File: config.mk
export PLATFORM = sky130hd
export DESIGN_NAME = multi_key_autorepeat_timer_core_flat
export DESIGN_NICKNAME = d
export VERILOG_FILES = /design/src/hdl/mkat_pkg.sv /design/src/hdl/mkat_if.sv /design/src/hdl/mkat_ram.sv /design/src/hdl/multi_key_autorepeat_timer_core.sv /design/src/flat_wrapper.sv
export SDC_FILE = /design/constraint.sdc
export NUM_CORES = 1
export LEC_CHECK = 0
export ABC_AREA = 1
export ABC_CLOCK_PERIOD_IN_PS = 10750
export BUFFER_PORTS_ARGS = -buffer_cell sky130_fd_sc_hd__buf_2
export CAP_MARGIN = 10
export CELL_PAD_IN_SITES_DETAIL_PLACEMENT = 0
export CELL_PAD_IN_SITES_GLOBAL_PLACEMENT = 2
export CORE_ASPECT_RATIO = 1.2
export CORE_MARGIN = 3
export CORE_UTILIZATION = 25
export CTS_CLUSTER_DIAMETER = 50
export DETAILED_ROUTE_END_ITERATION = 10
export GPL_TIMING_DRIVEN = 0
export MAX_ROUTING_LAYER = met4
export PLACE_DENSITY = 0.52
export SYNTH_ARGS = -nofsm -noshare
export SYNTH_HDL_FRONTEND = slang
export SYNTH_SLANG_ARGS = --single-unit
export TNS_END_PERCENT = 10
File: constraint.sdc
create_clock -name clk_i -period 10.75 [get_ports clk_i]
set_input_delay 2.15 -clock clk_i [delete_from_list [all_inputs] [get_ports clk_i]]
set_output_delay 2.15 -clock clk_i [all_outputs]
set_load 0.005 [all_outputs]
File: src/hdl/mkat_pkg.sv
// Package: shared types and constants of the multi-key autorepeat timer.
package mkat_pkg;

  localparam int unsigned CmdW     = 2;
  localparam int unsigned CodeW    = 3;
  localparam int unsigned ElapsedW = 12;
  localparam int unsigned TimerW   = 16;
  localparam int unsigned CfgW     = 16;
  localparam int unsigned CfgIdxW  = 1;

  localparam logic [CfgW-1:0] InitDelayRst = 16'd500;
  localparam logic [CfgW-1:0] IntervalRst  = 16'd100;

  typedef enum logic [CmdW-1:0] {
    CMD_PRESS   = 2'd0,
    CMD_RELEASE = 2'd1,
    CMD_TICK    = 2'd2
  } cmd_e;

  typedef enum logic [CfgIdxW-1:0] {
    CFG_INIT_DELAY = 1'b0,
    CFG_INTERVAL   = 1'b1
  } cfg_idx_e;

  // One code's stored timing state.
  typedef struct packed {
    logic              repeating;
    logic [TimerW-1:0] timer;
  } entry_t;

endpackage

File: src/hdl/mkat_if.sv
// Interfaces: request and result channels of the autorepeat timer.
interface mkat_req_if;
  logic                            valid;
  logic                            ready;
  logic [mkat_pkg::CmdW-1:0]       command;
  logic [mkat_pkg::CodeW-1:0]      action_code;
  logic [mkat_pkg::ElapsedW-1:0]   elapsed_ms;

  modport source (output valid, command, action_code, elapsed_ms, input ready);
  modport sink   (input valid, command, action_code, elapsed_ms, output ready);
endinterface

interface mkat_rsp_if;
  logic                       valid;
  logic                       ready;
  logic                       repeat_fired;
  logic [mkat_pkg::CodeW-1:0] repeat_code;

  modport source (output valid, repeat_fired, repeat_code, input ready);
  modport sink   (input valid, repeat_fired, repeat_code, output ready);
endinterface

File: src/hdl/mkat_ram.sv
// Generic single-write, single-read RAM with registered read data.
module mkat_ram #(
  parameter int unsigned Width = 8,
  parameter int unsigned Depth = 8
) (
  input  logic                     clk_i,
  input  logic                     we_i,
  input  logic [$clog2(Depth)-1:0] waddr_i,
  input  logic [Width-1:0]         wdata_i,
  input  logic                     re_i,
  input  logic [$clog2(Depth)-1:0] raddr_i,
  output logic [Width-1:0]         rdata_o
);

  logic [Width-1:0] mem_q [Depth];

  always_ff @(posedge clk_i) begin
    if (we_i) begin
      mem_q[waddr_i] <= wdata_i;
    end
    if (re_i) begin
      rdata_o <= mem_q[raddr_i];
    end
  end

endmodule

File: src/hdl/multi_key_autorepeat_timer_core.sv
// Top level: typematic autorepeat timer for a small set of action codes.
//
// Usage:
//   req_i carries one request per handshake: a press or release of an
//   action code, or a time tick with the milliseconds elapsed since the
//   previous tick. Code 0 and codes at or above NUM_CODES are ignored.
//   rsp_o returns exactly one result per request: repeat_fired and
//   repeat_code report the code that fired on a tick, zero otherwise.
//   cfg_we_i/cfg_idx_i/cfg_data_i write initial_delay (index 0) and
//   repeat_interval (index 1); write them only while the block is idle.
// Sequence:
//   Press, release or an unknown command: the request goes through the
//   S_DELIVER state into the result register, and a new request is taken
//   once that result is registered and the block is back in idle.
//   Tick: the walk visits one code per cycle through the state RAM, from
//   code 1 up to the first code that fires or the last code, then delivers.
//   The RAM's single read port and its registered read data set this rate.
// Reset:
//   All codes are released (held flags in flops are cleared at once, the
//   RAM needs no clearing pass), delays return to 500 ms and 100 ms.
// Stalls:
//   The result register parts the two sides; a request can be taken and
//   worked on while a result waits, and the next result waits internally
//   until the receiver takes the previous one.
module multi_key_autorepeat_timer_core #(
  parameter int unsigned NUM_CODES = 8
) (
  input  logic                                clk_i,
  input  logic                                rst_ni,
  mkat_req_if.sink                            req_i,
  mkat_rsp_if.source                          rsp_o,
  input  logic                                cfg_we_i,
  input  logic [mkat_pkg::CfgIdxW-1:0]        cfg_idx_i,
  input  logic [mkat_pkg::CfgW-1:0]           cfg_data_i
);

  localparam int unsigned CW = $clog2(NUM_CODES);
  localparam int unsigned EW = $bits(mkat_pkg::entry_t);
  localparam int unsigned TW = mkat_pkg::TimerW;

  typedef enum logic [1:0] {
    S_IDLE,
    S_WALK,
    S_DELIVER
  } state_e;

  state_e                         state_q;
  logic [NUM_CODES-1:0]           held_q;
  logic [CW-1:0]                  cur_q;
  logic [mkat_pkg::CfgW-1:0]      init_q, intv_q;
  logic                           res_fired_q;
  logic [mkat_pkg::CodeW-1:0]     res_code_q;
  logic                           out_vld_q, out_fired_q;
  logic [mkat_pkg::CodeW-1:0]     out_code_q;
  logic [mkat_pkg::ElapsedW-1:0]  req_elapsed_q;

  logic                           req_acc;
  mkat_pkg::cmd_e                 cmd;
  logic                           code_ok;
  logic [CW-1:0]                  code_idx;
  logic                           out_free;

  logic                           ram_we, ram_re;
  logic [CW-1:0]                  ram_waddr, ram_raddr;
  mkat_pkg::entry_t               ram_wdata, ram_rdata;
  logic [EW-1:0]                  ram_rdata_raw;

  logic [TW:0]                    t_sum;
  logic [TW-1:0]                  t_sat, thr;
  logic                           fire, cur_held, walk_last;

  // Request decode.
  assign req_i.ready = (state_q == S_IDLE);
  assign req_acc     = req_i.valid && req_i.ready;
  assign cmd         = mkat_pkg::cmd_e'(req_i.command);
  assign code_ok     = (req_i.action_code != '0) && (32'(req_i.action_code) < NUM_CODES);
  assign code_idx    = CW'(req_i.action_code);
  assign out_free    = !out_vld_q || rsp_o.ready;

  // Timer arithmetic for the code under the walk.
  assign ram_rdata = mkat_pkg::entry_t'(ram_rdata_raw);
  assign cur_held  = held_q[cur_q];
  assign t_sum     = {1'b0, ram_rdata.timer} + (TW+1)'(req_elapsed_q);
  assign t_sat     = t_sum[TW] ? '1 : t_sum[TW-1:0];
  assign thr       = ram_rdata.repeating ? intv_q : init_q;
  assign fire      = cur_held && (t_sat >= thr);
  assign walk_last = (cur_q == CW'(NUM_CODES - 1));

  // RAM control: press writes a fresh entry, the walk writes back held codes.
  always_comb begin
    ram_we    = 1'b0;
    ram_waddr = code_idx;
    ram_wdata = '0;
    ram_re    = 1'b0;
    ram_raddr = CW'(1);
    unique case (state_q)
      S_IDLE: begin
        if (req_acc) begin
          if (cmd == mkat_pkg::CMD_PRESS && code_ok && !held_q[code_idx]) begin
            ram_we = 1'b1;
          end
          if (cmd == mkat_pkg::CMD_TICK) begin
            ram_re = 1'b1;
          end
        end
      end
      S_WALK: begin
        ram_waddr = cur_q;
        ram_we    = cur_held;
        ram_wdata.repeating = ram_rdata.repeating || fire;
        ram_wdata.timer     = fire ? (t_sat - thr) : t_sat;
        ram_raddr = CW'(cur_q + 1'b1);
        ram_re    = !fire && !walk_last;
      end
      S_DELIVER: begin
      end
      default: begin
      end
    endcase
  end

  mkat_ram #(
    .Width (EW),
    .Depth (NUM_CODES)
  ) u_ram (
    .clk_i   (clk_i),
    .we_i    (ram_we),
    .waddr_i (ram_waddr),
    .wdata_i (ram_wdata),
    .re_i    (ram_re),
    .raddr_i (ram_raddr),
    .rdata_o (ram_rdata_raw)
  );

  // Sequencer, held flags, configuration and result registers.
  always_ff @(posedge clk_i or negedge rst_ni) begin
    if (!rst_ni) begin
      state_q       <= S_IDLE;
      held_q        <= '0;
      cur_q         <= CW'(1);
      init_q        <= mkat_pkg::InitDelayRst;
      intv_q        <= mkat_pkg::IntervalRst;
      res_fired_q   <= 1'b0;
      res_code_q    <= '0;
      out_vld_q     <= 1'b0;
      out_fired_q   <= 1'b0;
      out_code_q    <= '0;
      req_elapsed_q <= '0;
    end else begin
      if (cfg_we_i) begin
        unique case (mkat_pkg::cfg_idx_e'(cfg_idx_i))
          mkat_pkg::CFG_INIT_DELAY: init_q <= cfg_data_i;
          mkat_pkg::CFG_INTERVAL:   intv_q <= cfg_data_i;
          default: begin
          end
        endcase
      end

      // Drop the shown result once taken, unless a new one replaces it.
      if (out_vld_q && rsp_o.ready && state_q != S_DELIVER) begin
        out_vld_q <= 1'b0;
      end

      unique case (state_q)
        S_IDLE: begin
          if (req_acc) begin
            res_fired_q   <= 1'b0;
            res_code_q    <= '0;
            req_elapsed_q <= req_i.elapsed_ms;
            cur_q         <= CW'(1);
            state_q       <= S_DELIVER;
            unique case (cmd)
              mkat_pkg::CMD_PRESS: begin
                if (code_ok) held_q[code_idx] <= 1'b1;
              end
              mkat_pkg::CMD_RELEASE: begin
                if (code_ok) held_q[code_idx] <= 1'b0;
              end
              mkat_pkg::CMD_TICK: begin
                state_q <= S_WALK;
              end
              default: begin
              end
            endcase
          end
        end
        S_WALK: begin
          // Advance one code per cycle; stop at the first that fires or at the last code.
          if (fire) begin
            res_fired_q <= 1'b1;
            res_code_q  <= mkat_pkg::CodeW'(cur_q);
            state_q     <= S_DELIVER;
          end else if (walk_last) begin
            state_q <= S_DELIVER;
          end else begin
            cur_q <= CW'(cur_q + 1'b1);
          end
        end
        S_DELIVER: begin
          // Hold the result until the output register is free.
          if (out_free) begin
            out_vld_q   <= 1'b1;
            out_fired_q <= res_fired_q;
            out_code_q  <= res_code_q;
            state_q     <= S_IDLE;
          end
        end
        default: begin
          state_q <= S_IDLE;
        end
      endcase
    end
  end

  assign rsp_o.valid        = out_vld_q;
  assign rsp_o.repeat_fired = out_fired_q;
  assign rsp_o.repeat_code  = out_code_q;

  // The walk never visits code 0.
  a_walk_skips_zero: assert property (@(posedge clk_i) disable iff (!rst_ni)
    state_q == S_WALK |-> cur_q != '0)
    else $error("walk reached code 0");

  // A firing code must be held.
  a_fire_held: assert property (@(posedge clk_i) disable iff (!rst_ni)
    (state_q == S_WALK && fire) |-> held_q[cur_q])
    else $error("unheld code fired");

  // A shown result reports a code exactly when it fired.
  a_result_consistent: assert property (@(posedge clk_i) disable iff (!rst_ni)
    out_vld_q |-> (out_fired_q == (out_code_q != '0)))
    else $error("fired flag and code disagree");

  // A valid press leaves its code held.
  a_press_holds: assert property (@(posedge clk_i) disable iff (!rst_ni)
    (req_acc && cmd == mkat_pkg::CMD_PRESS && code_ok) |=> held_q[$past(code_idx)])
    else $error("pressed code not held");

endmodule
File: src/flat_wrapper.sv
// flat-port wrapper written by rule: the top's interface ports become plain ports
module multi_key_autorepeat_timer_core_flat 
#(
  parameter int unsigned NUM_CODES = 8
)
  (clk_i, rst_ni, cfg_we_i, cfg_idx_i, cfg_data_i, req_i_valid, req_i_command, req_i_action_code, req_i_elapsed_ms, req_i_ready, rsp_o_valid, rsp_o_repeat_fired, rsp_o_repeat_code, rsp_o_ready);
  mkat_req_if req_i_i ();
  mkat_rsp_if rsp_o_i ();
  input  logic clk_i;
  input  logic rst_ni;
  input  logic cfg_we_i;
  input  logic [mkat_pkg::CfgIdxW-1:0] cfg_idx_i;
  input  logic [mkat_pkg::CfgW-1:0] cfg_data_i;
  input wire logic [$bits(req_i_i.valid)-1:0] req_i_valid;
  input wire logic [$bits(req_i_i.command)-1:0] req_i_command;
  input wire logic [$bits(req_i_i.action_code)-1:0] req_i_action_code;
  input wire logic [$bits(req_i_i.elapsed_ms)-1:0] req_i_elapsed_ms;
  output wire logic [$bits(req_i_i.ready)-1:0] req_i_ready;
  output wire logic [$bits(rsp_o_i.valid)-1:0] rsp_o_valid;
  output wire logic [$bits(rsp_o_i.repeat_fired)-1:0] rsp_o_repeat_fired;
  output wire logic [$bits(rsp_o_i.repeat_code)-1:0] rsp_o_repeat_code;
  input wire logic [$bits(rsp_o_i.ready)-1:0] rsp_o_ready;
  assign req_i_i.valid = req_i_valid;
  assign req_i_i.command = req_i_command;
  assign req_i_i.action_code = req_i_action_code;
  assign req_i_i.elapsed_ms = req_i_elapsed_ms;
  assign req_i_ready = req_i_i.ready;
  assign rsp_o_valid = rsp_o_i.valid;
  assign rsp_o_repeat_fired = rsp_o_i.repeat_fired;
  assign rsp_o_repeat_code = rsp_o_i.repeat_code;
  assign rsp_o_i.ready = rsp_o_ready;
  multi_key_autorepeat_timer_core #(.NUM_CODES(NUM_CODES)) u_core (.clk_i(clk_i), .rst_ni(rst_ni), .req_i(req_i_i), .rsp_o(rsp_o_i), .cfg_we_i(cfg_we_i), .cfg_idx_i(cfg_idx_i), .cfg_data_i(cfg_data_i));
endmodule
After elaboration in Yosys (flattened, before gate mapping)
Memories as Yosys holds them, arrays and structs flattened. A register that Yosys moved wholly into a read port is not among the register bits.
Index checks and enable logic that the tools add are counted.

word-level totals
  bits of input ports = 39
  output and inout bits = 6
  flip-flop bits (word level) = 66
  memory bits (writable) = 136
  memories = 1
  logic and storage cells = 106

memory list
  name                depth  bits a word  read ports  clocked after memory_dff  write ports  RTL line        text
  u_core.u_ram.mem_q  8      17           1           1                         1            mkat_ram.sv:15  logic [Width-1:0] mem_q [Depth];

cells by class
  $lt $le $gt $ge = 4
  equality and inequality tests = 14
  $add $sub $neg = 3
  multiplexer cells = 42
  reductions and logical operators = 27
  bitwise operators = 4

operator list
  kind                                                                     count
  16-bit two-way mux                                                       3
  3-bit two-way mux                                                        7
  16-bit by 12-bit adder with 17-bit output                                1
  17-bit two-way mux                                                       1
  16-bit >= comparator                                                     1
  8-bit two-way mux                                                        2
  8-bit case mux with 2 select lines                                       1
  16-bit subtractor                                                        1
  1-bit two-way mux                                                        14
  3-bit case mux with 2 select lines                                       2
  2-bit two-way mux                                                        5
  8-bit AND                                                                1
  1-bit logical AND                                                        8
  3-bit by 4-bit < comparator with 1-bit output, second input constant     2
  2-bit by 1-bit inequality test with 1-bit output, second input constant  4
  2-bit inequality test, second input constant                             4
  8-bit NOT                                                                1
  8-bit OR                                                                 1
  2-bit AND reduction                                                      4
  1-bit binary-select mux with 3-bit select                                2
  1-bit case mux with 2 select lines                                       3
  2-bit case mux with 3 select lines                                       1
  3-bit AND reduction                                                      2
  5-bit AND reduction                                                      1
  other kinds (14)                                                         22

Logic depth before layout (Yosys ltp)
Gate-level depths: netlist of the first run.

  word-level depth = 9
  mapped depth = 23
  depth with buffers taken out = 23

Cells and area by module
Synthesis of the first run repeated with hierarchy kept, for this count alone.

second synthesis, totals
  cells, all modules = 1343
  area total of the unflattened synthesis = 11482.3 sq um

modules (own cells, without submodules)
  module                           cells an instance  times used  sequential area each (sq um)  area an instance (sq um)
  mkat_ram                         623                1           4594.4                        6502.5
  multi_key_autorepeat_timer_core  720                1           1664.1                        4979.8

Worst setup path after synthesis of the first run
OpenSTA, ideal clock, no wires.

  path type = input -> register
  from = in req_i_action_code[0]
  to = mem u_core.u_ram.mem_q[6][0] (netlist name), enable pin
  required time = 10.353 ns
  buffers on the path = 0
  setup time = 0.397 ns
  stages = 7
  setup slack = 6.666 ns
  data arrival time = 3.688 ns
  path through = inv_1 -> nor3_1 -> nand2_1 -> nand2_1 -> nor3_1 -> nand3_2 -> a21oi_1

between the ends
  longest elaborated chain between the ends = 9
  elaborated cells between the ends (all ways) = 12
  classes of those cells = 8 x mux; 4 x reduce/logical

ends and longest elaborated chain
  what                                       RTL line                               text
  start: declaration                         flat_wrapper.sv:16                     input wire logic [$bits(req_i_i.action_code)-1:0] req_i_action_code;
  1-bit binary-select mux with 3-bit select  multi_key_autorepeat_timer_core.sv:99  if (cmd == mkat_pkg::CMD_PRESS && code_ok && !held_q[code_idx]) begin
  1-bit two-way mux (implied by the code)    multi_key_autorepeat_timer_core.sv:99
  1-bit logical NOT                          multi_key_autorepeat_timer_core.sv:99
  1-bit logical AND                          multi_key_autorepeat_timer_core.sv:99
  1-bit two-way mux                          multi_key_autorepeat_timer_core.sv:99
  1-bit two-way mux                          multi_key_autorepeat_timer_core.sv:98  if (req_acc) begin
  1-bit case mux with 2 select lines         multi_key_autorepeat_timer_core.sv:96  unique case (state_q)
  1-bit two-way mux                          mkat_ram.sv:18                         if (we_i) begin
  1-bit two-way mux (implied by the code)    mkat_ram.sv:19                         mem_q[waddr_i] <= wdata_i;
  end: declaration                           mkat_ram.sv:15

Several ways; a longest one is shown, not always the timed one. The select of a mux whose other input is x is not followed.

==> results of run 1 <==
-- sequential cells by signal, indices dropped and copies added (netlist names), named ones only --
register	flops
u_core.state_q	2
u_core.res_code_q	3
u_core.rsp_o.repeat_fired	1
u_core.init_q	16
u_core.cur_q	3
u_core.rsp_o.repeat_code	3
u_core.intv_q	16
u_core.req_elapsed_q	12
u_core.u_ram.rdata_o	17
u_core.u_ram.mem_q	136
u_core.rsp_o.valid	1
u_core.res_fired_q	1
-- synthesized netlist by cell type, drive strengths merged --
master | number | share of area, %
a21o | 1 | 0.068
edfxtp | 153 | 42
nand2b | 1 | 0.057
inv | 131 | 4.5
dfrtp | 56 | 13
buf | 18 | 0.96
nand3 | 54 | 2.6
ha | 30 | 3.4
xnor2 | 5 | 0.40
mux2 | 3 | 0.31
and3 | 2 | 0.11
o22ai | 2 | 0.11
o21ai | 150 | 6.8
o211ai | 2 | 0.14
nor2 | 151 | 5.4
or2 | 6 | 0.36
nand2 | 281 | 10
fa | 2 | 0.36
a21oi | 32 | 1.7
xor2 | 7 | 0.56
nor3 | 9 | 0.41
clkbuf | 18 | 0.64
dfstp | 10 | 2.4
nand4 | 7 | 0.40
o21a | 17 | 1.2
nand3b | 4 | 0.27
o21bai | 1 | 0.068
and2 | 3 | 0.17
a31oi | 18 | 1.0
clkinv | 1 | 0.034
mux2i | 14 | 1.3
-- per-layer routing --
layer	up-vias	GRT usage (%)	part of all wire, %
li1	4159	-	-
met1	3790	19.9	47
met2	93	25.5	49
met3	31	1.99	2.7
met4	0	3.09	1.7
met5	-	-	0
-- worst reg2reg max path: cells and delay by family, from the launching register on --
kind                     cells  cell delay, ns
AND/OR/NAND/NOR             11            1.66
AO/OA/AOI/OAI                3            1.39
adder cells (fa/ha/maj)      3            1.10
flip-flops                   1            0.40
buffers and inverters        1            0.05
-- power by group through the flow --
stage / Combinational (µW) / Sequential [µW] / Clock [µW]
2_1_floorplan: 1350 / 1140 / 0
3_3_place_gp: 1970 / 1170 / 0
3_5_place_dp: 1960 / 1170 / 0
4_1_cts: 1970 / 1160 / 1060
5_1_grt: 2210 / 1170 / 1100
6_report: 1910 / 1150 / 1030
-- layout make-up --
cell class	count	area, µm²	share of cell area, %
Buffer	36	176	1.34
Clock buffer	34	787	5.98
Clock inverter	21	254	1.93
Inverter	132	498	3.78
Multi-Input combinational cell	802	4130	31.4
Sequential cell	219	6260	47.6
Tap cell	552	691	5.25
Timing Repair Buffer	53	367	2.79
-- stage by stage --
stage / worst slack [ns] / hold slack (ns) / util [%] / area [µm²] / total power [µW]
final: 5.78 / 0.455 / 30.5 / 13200 / 4090
after detailed placement: 5.62 / 0.449 / 28.1 / 12100 / 3130
after global placement: 5.43 / 0.442 / 27.6 / 11900 / 3140
after CTS: 5.60 / 0.460 / 30.5 / 13200 / 4190
after global routing: 5.40 / 0.510 / 30.5 / 13200 / 4480
after floorplan: 6.67 / 0.429 / - / 11000 / 2490
-- final timing paths --
check / from / cells after the start / slack (ns) / to
worst min-delay path: flop / 1 / 0.46 / flop
min in group asynchronous: rst_ni / 1 / 1.40 / u_core.init_q[14]
worst min register to register: flop / 1 / 0.46 / flop
max in group asynchronous: rst_ni / 2 / 8.77 / u_core.cur_q[0]
worst max-delay path: u_core.req_elapsed_q[0] / 18 / 5.78 / u_core.u_ram.mem_q[3][1]
worst max register to register: u_core.req_elapsed_q[0] / 18 / 5.78 / u_core.u_ram.mem_q[3][1]
-- cells by family after synthesis --
group | Yosys count | share of synthesized area [%]
multiplexers | 17 | 1.58
AND/OR/NAND/NOR | 518 | 19.8
AO/OA/AOI/OAI | 223 | 11.1
adder cells (fa/ha/maj) | 32 | 3.77
XOR/XNOR | 12 | 0.953
buffers and inverters | 168 | 6.11
flip-flops | 219 | 56.7
==> results.sh, run 1 <==
export IMPL_status="finished clean"
export IMPL_finalCritPeriodShare_pct=46.2
export IMPL_nets=1346
export IMPL_grt_max_degree=61
export IMPL_antenna_found_initial=0
export IMPL_syn_nets=1260
export IMPL_final_cell_mix="269 x nand2_1, 153 x edfxtp_1, 146 x nor2_1, 123 x o21ai_0, 121 x inv_1"
export IMPL_tritoncts="yes"
export IMPL_period_minus_slack_ns=4.97
export IMPL_io_pins=45
export IMPL_ir_worst_vdd_mv=0.148
export IMPL_swShare_pct=43.1
export IMPL_internal_power_uw=2320
export IMPL_grt_pass1_vias=8554
export IMPL_final_common_cell="nand2_1"
export IMPL_clockPowerShare_pct=25.2
export IMPL_crit_chain="ha_1 -> fa_1 -> nand2_1 -> nand2_1 -> nand3_2 -> nand2_2 -> a21oi_4 -> nand3_1 -> ha_1 -> nand2_1 -> inv_2 -> a21oi_2 -> nor2_1 -> nor2_2 -> nand2_2 -> nand2_2 -> nand2_4 -> o21ai_0"
export IMPL_drtPass1Iterations=4
export IMPL_finalHoldViolations=0
export IMPL_finalMaxSlewViolations=0
export IMPL_wl_per_cell_um=18.5
export IMPL_combPwrFrac_pct=46.6
export IMPL_nFillCells=4621
export IMPL_path_buf_inv=1
export IMPL_holdBufCountCts=0
export IMPL_cpMaxStageDelayCell="o21ai_0"
export IMPL_crit_path_start_kind="flop"
export IMPL_seq_area_frac_synth_pct=56.7
export IMPL_detail_route_iter0_violations=373
export IMPL_leakagePower_uw=0.00560
export IMPL_final_cells=1849
export IMPL_worst_ep_arrival_time_ns=5.18
export IMPL_worstPathRequired_ns=10.97
export IMPL_grt_overflow_total=0
export IMPL_cts_root_buf="clkbuf_16"
export IMPL_grt_usage_pct=15.2
export IMPL_synthCells=1189
export IMPL_dp_hpwl_um=26200
export IMPL_synth_warnings=0
export IMPL_placed_cells=1794
export IMPL_htree_levels=1
export IMPL_p_sw_uw=1760
export IMPL_drive_above_1_share_pct=14.0
export IMPL_rsz0062_at_grt="false"
export IMPL_port_buffers=44
export IMPL_min_path_type="reg2reg"
export IMPL_rows=83
export IMPL_cp_slowest_stage_delay_ns=0.85
export IMPL_start_util_pct=25.5
export IMPL_clockBufferDepth=3
export IMPL_cts_buffers_inserted=31
export IMPL_ys_ff_latch=219
export IMPL_place_gp_congestion=0.771
export IMPL_clk_pin_slew_ns=0.05
export IMPL_diodes=0
export IMPL_cts_setup_buffers=0
export IMPL_route_detailed_drc=0
export IMPL_grt_pass1_wl_um=52500
export IMPL_vias_per_cell=4.37
export IMPL_ctsResizeCount=0
export IMPL_routed_wl_um=34200
export IMPL_num_vias=8073
export IMPL_synth_cell_area_mm2=0.0110
export IMPL_drtAntennaViolNets=0
export IMPL_p_per_area_mw_per_mm2=311
export IMPL_cap_viol_max_count=0
export IMPL_core_area_mm2=0.0432
export IMPL_clock_latency_ns=0.57
export IMPL_endpoint_kind="flop"
export IMPL_area_growth_pct=19.3
export IMPL_die_w_um=198
export IMPL_critPathKind="reg2reg"
export IMPL_syn_mean_instance_area_um2=9.28
export IMPL_die_area_mm2=0.0467
export IMPL_dieHeight_um=236
export IMPL_critPathMaxFanout=9
export IMPL_worst_pin_slew_ns=1.07
export IMPL_setup_viol=0
export IMPL_relSlewSlack_pct=27.6
export IMPL_setup_tns_ns=0
export IMPL_clock_skew_ns=0.0143
export IMPL_path_delay_family="simple AND/OR/NAND/NOR gates"
export IMPL_cts_sinks=219
export IMPL_pwr_share_seq_pct=28.2
export IMPL_max_freq_ghz=0.201
export IMPL_synth_cell_types=48
Note: power is estimated with default switching activity, not from simulation.
==> inputs of run 2 (changes only) <==
--- a/config.mk
+++ b/config.mk
@@ -6,7 +6,7 @@
 export NUM_CORES = 1
 export LEC_CHECK = 0
 export ABC_AREA = 1
-export ABC_CLOCK_PERIOD_IN_PS = 10750
+export ABC_CLOCK_PERIOD_IN_PS = 4200
 export BUFFER_PORTS_ARGS = -buffer_cell sky130_fd_sc_hd__buf_2
 export CAP_MARGIN = 10
 export CELL_PAD_IN_SITES_DETAIL_PLACEMENT = 0
@@ -18,7 +18,7 @@
 export DETAILED_ROUTE_END_ITERATION = 10
 export GPL_TIMING_DRIVEN = 0
 export MAX_ROUTING_LAYER = met4
-export PLACE_DENSITY = 0.52
+export PLACE_DENSITY = 0.54
 export SYNTH_ARGS = -nofsm -noshare
 export SYNTH_HDL_FRONTEND = slang
 export SYNTH_SLANG_ARGS = --single-unit
==> constraint.sdc (replaced) <==
create_clock -name clk_i -period 4.2 [get_ports clk_i]
set_input_delay 0.84 -clock clk_i [delete_from_list [all_inputs] [get_ports clk_i]]
set_output_delay 0.84 -clock clk_i [all_outputs]
set_load 0.005 [all_outputs]
==> run 2 against run 1 <==
Compared with the run above:
- non-clock buffer count is 6 higher
- final area is 2.9% higher
- register-to-register slack got worse by 5.5 ns
- worst setup slack got worse by 5.5 ns
- sequential power grew to 2.6 times the previous value
- critical endpoint is now u_core.u_ram.mem_q[3][3]
- sequential share of layout area shrank 1.3 points
- critical path depth increased by 1
- die area is the same
- global-route usage fell by 0.10 points
- via count rose by 1.3%
- clock skew grew 0.0039 ns
==> results.sh, run 2 (synthesis results as in run 1) <==
export IMPL_die_w_um=198
export IMPL_area_growth_pct=22.7
export IMPL_clock_latency_ns=0.57
export IMPL_cts_buffers_inserted=29
export IMPL_antenna_found_initial=0
export IMPL_grt_max_degree=61
export IMPL_critPathKind="reg2reg"
export IMPL_p_total_uw=11000
export IMPL_diodes=0
export IMPL_grt_overflow_total=0
export IMPL_period_minus_slack_ns=3.95
export IMPL_largest_register="u_core.u_ram.mem_q"
export IMPL_setup_tns_ns=0
export IMPL_rows=83
export IMPL_dieHeight_um=236
export IMPL_io_pins=45
export IMPL_tritoncts="yes"
export IMPL_detail_route_iter0_violations=292
export IMPL_cts_sinks=219
export IMPL_finalMaxSlewViolations=0
export IMPL_grt_pass1_vias=8440
export IMPL_grt_usage_pct=15.1
export IMPL_relSlewSlack_pct=52.7
export IMPL_drtPass1Iterations=4
export IMPL_rsz0062_at_grt="false"
export IMPL_largest_register_ffs=136
export IMPL_place_gp_congestion=0.793
export IMPL_worst_pin_slew_ns=0.710
export IMPL_final_common_cell="nand2_1"
export IMPL_leakagePower_uw=0.00565
export IMPL_ir_worst_vdd_mv=0.401
export IMPL_pwr_share_seq_pct=26.7
export IMPL_die_area_mm2=0.0467
export IMPL_drive_above_1_share_pct=17.4
export IMPL_final_cell_mix="261 x nand2_1, 153 x edfxtp_1, 135 x nor2_1, 121 x o21ai_0, 121 x inv_1"
export IMPL_clockPowerShare_pct=22.9
export IMPL_start_util_pct=25.5
export IMPL_grt_pass1_wl_um=52400
export IMPL_p_per_area_mw_per_mm2=813
export IMPL_worstPathRequired_ns=4.52
export IMPL_worst_ep_arrival_time_ns=4.27
export IMPL_port_buffers=44
export IMPL_vias_per_cell=4.43
export IMPL_core_area_mm2=0.0432
export IMPL_placed_cells=1794
export IMPL_nets=1350
export IMPL_clk_pin_slew_ns=0.06
export IMPL_critPathMaxFanout=8
export IMPL_clock_skew_ns=0.0182
export IMPL_multiInputGateArea_mm2=0.00450
export IMPL_num_vias=8181
export IMPL_htree_levels=1
export IMPL_final_util_pct=31.3
export IMPL_crit_path_start_kind="flop"
export IMPL_clockBufferDepth=3
export IMPL_swShare_pct=43.4
export IMPL_setup_viol=0
export IMPL_p_sw_uw=4780
export IMPL_routed_wl_um=33900
export IMPL_endpoint_kind="flop"
export IMPL_drtAntennaViolNets=0
export IMPL_route_detailed_drc=0
export IMPL_max_freq_ghz=0.253
export IMPL_min_path_type="in2async"
export IMPL_final_cells=1848
export IMPL_nFillCells=4555
export IMPL_seq_area_mm2=0.00626
export IMPL_reg_largest_list="u_core.u_ram.mem_q x136, u_core.u_ram.rdata_o x17"
export IMPL_finalHoldViolations=0
export IMPL_wl_per_cell_um=18.3
export IMPL_finalCritPeriodShare_pct=94.0
export IMPL_internal_power_uw=6240
export IMPL_cap_viol_max_count=0
export IMPL_combPwrFrac_pct=50.4
export IMPL_dp_hpwl_um=25900
export IMPL_cts_root_buf="clkbuf_16"
export IMPL_status="finished clean"
## run 2: power by group through the flow
stage               clock (µW)  combinational [µW]  sequential, µW
detailed placement           0                5040            2990
global route              2700                6320            2980
CTS                       2600                5310            2950
finish                    2530                5550            2940
floorplan                    0                3460            2910
global placement             0                5050            2990
## run 2: worst paths after layout
kind                                              start                        to  slack (ns)  cells after the start
worst max-delay path            u_core.req_elapsed_q[0]  u_core.u_ram.mem_q[3][3]        0.25                     19
worst min-delay path                             rst_ni          u_core.intv_q[8]        0.09                      1
worst max register to register  u_core.req_elapsed_q[0]  u_core.u_ram.mem_q[3][3]        0.25                     19
worst min register to register                     flop                      flop        0.46                      1
max in group asynchronous                        rst_ni           u_core.cur_q[0]        3.54                      2
min in group clk_i                                 flop                      flop        0.46                      1
## run 2: final cells by class
type / count / share of cell area, %
sequential: 219 / 46.2
multi-input combinational: 802 / 33.2
clock buffer: 32 / 5.59
tap: 552 / 5.10
inverter: 132 / 3.71
timing repair buffer: 59 / 3.22
clock inverter: 16 / 1.63
buffer: 36 / 1.30
## run 2: critical path: stages, from the launching register on
cell and delay (ns):
dfrtp_1 0.41, ha_2 0.21, fa_1 0.38, nand2_1 0.10, nand2_1 0.11, nand3_2 0.10
nand2_2 0.11, a21oi_4 0.18, buf_4 0.14, nand3_1 0.17, ha_2 0.38, nand2_1 0.08
nand2_1 0.08, a21oi_2 0.19, nor2_1 0.09, nor2_2 0.18, nand2_4 0.12, nand2_4 0.12
nand2_8 0.12, o21ai_2 0.39
## run 2: stage by stage
step	worst slack (ns)	hold WS, ns	cell area [µm²]
2_1_floorplan	0.548	0.429	11000
3_3_place_gp	-0.858	0.445	11900
3_5_place_dp	-0.825	0.453	12100
4_1_cts	0.0112	0.0607	13300
5_1_grt	0.00249	0.0744	13500
6_report	0.252	0.0906	13500
## run 2: per-layer routing
layer,GRT usage (%),part of all wire (%)
met5,-,0
met4,2.87,1.4
met3,1.84,2.6
met2,25.3,49
met1,19.9,47
## run 2: timing repair
item,in CTS,in global routing
resized for setup,43,32
setup endpoints to repair,153,153
pin swaps,2,3
buffers inserted,3,3
hold buffers,0,0
cloned,0,0
==> inputs of run 3 (changes only) <==
--- a/config.mk
+++ b/config.mk
@@ -14,6 +14,7 @@
 export CORE_ASPECT_RATIO = 1.2
 export CORE_MARGIN = 3
 export CORE_UTILIZATION = 25
+export CTS_BUF_LIST = sky130_fd_sc_hd__clkbuf_8
 export CTS_CLUSTER_DIAMETER = 50
 export DETAILED_ROUTE_END_ITERATION = 10
 export GPL_TIMING_DRIVEN = 0
==> run 3 against run 2 <==
Compared with the run above:
- routed wire length up 2.4%
- largest cell class unchanged
- fmax down 0.61%
- die area unchanged
- worst setup slack worse by 0.024 ns
==> results.sh, run 3 (synthesis results as in run 1) <==
export IMPL_status="finished clean"
export IMPL_critPathMaxFanout=8
export IMPL_start_util_pct=25.5
export IMPL_combPwrFrac_pct=52.6
export IMPL_setup_viol=0
export IMPL_finalHoldViolations=0
export IMPL_nets=1364
export IMPL_grt_pass1_vias=8642
export IMPL_drive_above_1_share_pct=17.9
export IMPL_area_growth_pct=21.1
export IMPL_p_per_area_mw_per_mm2=788
export IMPL_cts_buffers_inserted=42
export IMPL_final_common_cell="nand2_1"
export IMPL_rr_worst_depth=21
export IMPL_detail_route_iter0_violations=320
export IMPL_p_sw_uw=4800
export IMPL_worstPathRequired_ns=4.55
export IMPL_endpoint_kind="flop"
export IMPL_cp_slowest_stage_delay_ns=0.40
export IMPL_cts_root_buf="clkbuf_8"
export IMPL_dp_hpwl_um=25900
export IMPL_grt_pass1_wl_um=53000
export IMPL_grt_overflow_total=0
export IMPL_crit_path_start_kind="flop"
export IMPL_clock_latency_ns=0.60
export IMPL_grt_usage_pct=15.4
export IMPL_finalCritPeriodShare_pct=94.6
export IMPL_holdBufCountCts=0
export IMPL_grt_max_degree=61
export IMPL_internal_power_uw=5740
export IMPL_routed_wl_um=34700
export IMPL_period_minus_slack_ns=3.97
export IMPL_whs_ns=0.0920
export IMPL_wl_per_cell_um=18.5
export IMPL_min_path_type="in2async"
export IMPL_dieHeight_um=236
export IMPL_max_freq_ghz=0.252
export IMPL_num_vias=8296
export IMPL_critPathKind="reg2reg"
export IMPL_reg_largest_list="u_core.u_ram.mem_q x136, u_core.u_ram.rdata_o x17"
export IMPL_largest_register_ffs=136
export IMPL_largest_register="u_core.u_ram.mem_q"
export IMPL_drtAntennaViolNets=0
export IMPL_clockPowerShare_pct=19.4
export IMPL_worst_pin_slew_ns=0.704
export IMPL_cap_viol_max_count=0
export IMPL_vias_per_cell=4.42
export IMPL_rows=83
export IMPL_leakagePower_uw=0.00564
export IMPL_tritoncts="yes"
export IMPL_drtPass1Iterations=5
export IMPL_clock_skew_ns=0.0431
export IMPL_cpMaxStageDelayCell="dfrtp_1"
export IMPL_place_gp_congestion=0.793
export IMPL_diodes=0
export IMPL_final_cell_mix="260 x nand2_1, 153 x edfxtp_1, 134 x nor2_1, 131 x inv_1, 121 x o21ai_0"
export IMPL_clockBufferDepth=3
export IMPL_swShare_pct=45.5
export IMPL_antenna_found_initial=0
export IMPL_crit_chain="ha_1 -> fa_1 -> nand2_1 -> nand2_1 -> nand3_2 -> nand2_2 -> a21oi_4 -> buf_12 -> inv_6 -> nor2_4 -> inv_1 -> ha_1 -> nand2_1 -> inv_1 -> a21oi_2 -> nand3_1 -> nand2_2 -> nand2_4 -> nand2_4 -> nand2_8 -> o21ai_2"
export IMPL_clk_pin_slew_ns=0.05
export IMPL_ir_worst_vdd_mv=0.279
export IMPL_worst_ep_arrival_time_ns=4.32
export IMPL_cpMostUsedCell="nand2_1"
export IMPL_die_area_mm2=0.0467
export IMPL_htree_levels=2
export IMPL_pwr_share_seq_pct=27.9
export IMPL_port_buffers=44
export IMPL_route_detailed_drc=0
export IMPL_setup_tns_ns=0
export IMPL_finalMaxSlewViolations=0
export IMPL_relSlewSlack_pct=53.1
export IMPL_io_pins=45
export IMPL_rsz0062_at_grt="true"
export IMPL_cts_sinks=219
export IMPL_core_area_mm2=0.0432
export IMPL_die_w_um=198
-- run 3: final cells by class --
type                            count  area (µm²)
Tap cell                          552         691
Timing Repair Buffer               59         437
Clock buffer                       45         619
Sequential cell                   219        6260
Clock inverter                     32         184
Buffer                             36         176
Fill cell                        4608       29800
Multi-Input combinational cell    803        4490
Inverter                          132         503
-- run 3: worst paths after layout --
check                      slack (ns)                    start                       end
max                              0.23  u_core.req_elapsed_q[0]  u_core.u_ram.mem_q[0][3]
min                              0.09                   rst_ni         u_core.init_q[10]
max reg2reg                      0.23  u_core.req_elapsed_q[0]  u_core.u_ram.mem_q[0][3]
min reg2reg                      0.46                     flop                      flop
max in group asynchronous        3.53                   rst_ni          u_core.init_q[2]
min in group clk_i               0.46                     flop                      flop
-- run 3: layer usage --
layer	routed length (µm)	vias up	global-route usage, %
met5	0	-	-
met1	16400	3936	19.9
li1	-	4199	-
met2	16600	115	25.3
met4	603	0	3.67
met3	1110	46	2.76
-- run 3: stage by stage --
step	util, %	total power, µW	worst slack [ns]	instances	cell area, µm²
global route	30.9	11500	-0.00773	1878	13400
detailed placement	28.1	8030	-0.825	1794	12100
floorplan	-	6370	0.548	1189	11000
global placement	27.6	8040	-0.858	1785	11900
CTS	30.4	10400	-0.00919	1874	13100
finish	30.9	10500	0.228	1878	13400
-- run 3: power by group through the flow --
stage / clock network, µW / logic, µW / registers (µW)
5_1_grt: 2250 / 6310 / 2980
4_1_cts: 2140 / 5290 / 2950
6_report: 2050 / 5540 / 2940
3_3_place_gp: 0 / 5050 / 2990
2_1_floorplan: 0 / 3460 / 2910
3_5_place_dp: 0 / 5040 / 2990
-- run 3: worst max-delay path: cells and delay by family (launching register included) --
family,cells,cell delay (ns)
AO/OA/AOI/OAI,3,0.74
buffers and inverters,4,0.35
adder cells (fa/ha/maj),3,0.98
AND/OR/NAND/NOR,11,1.26
flip-flops,1,0.40
-- run 3: what timing repair did --
item,CTS,global route
pin swaps,2,4
endpoints found under the setup margin,153,153
cloned,0,1
resized for setup,39,34
buffers inserted,3,3
endpoints found under the hold margin,0,0
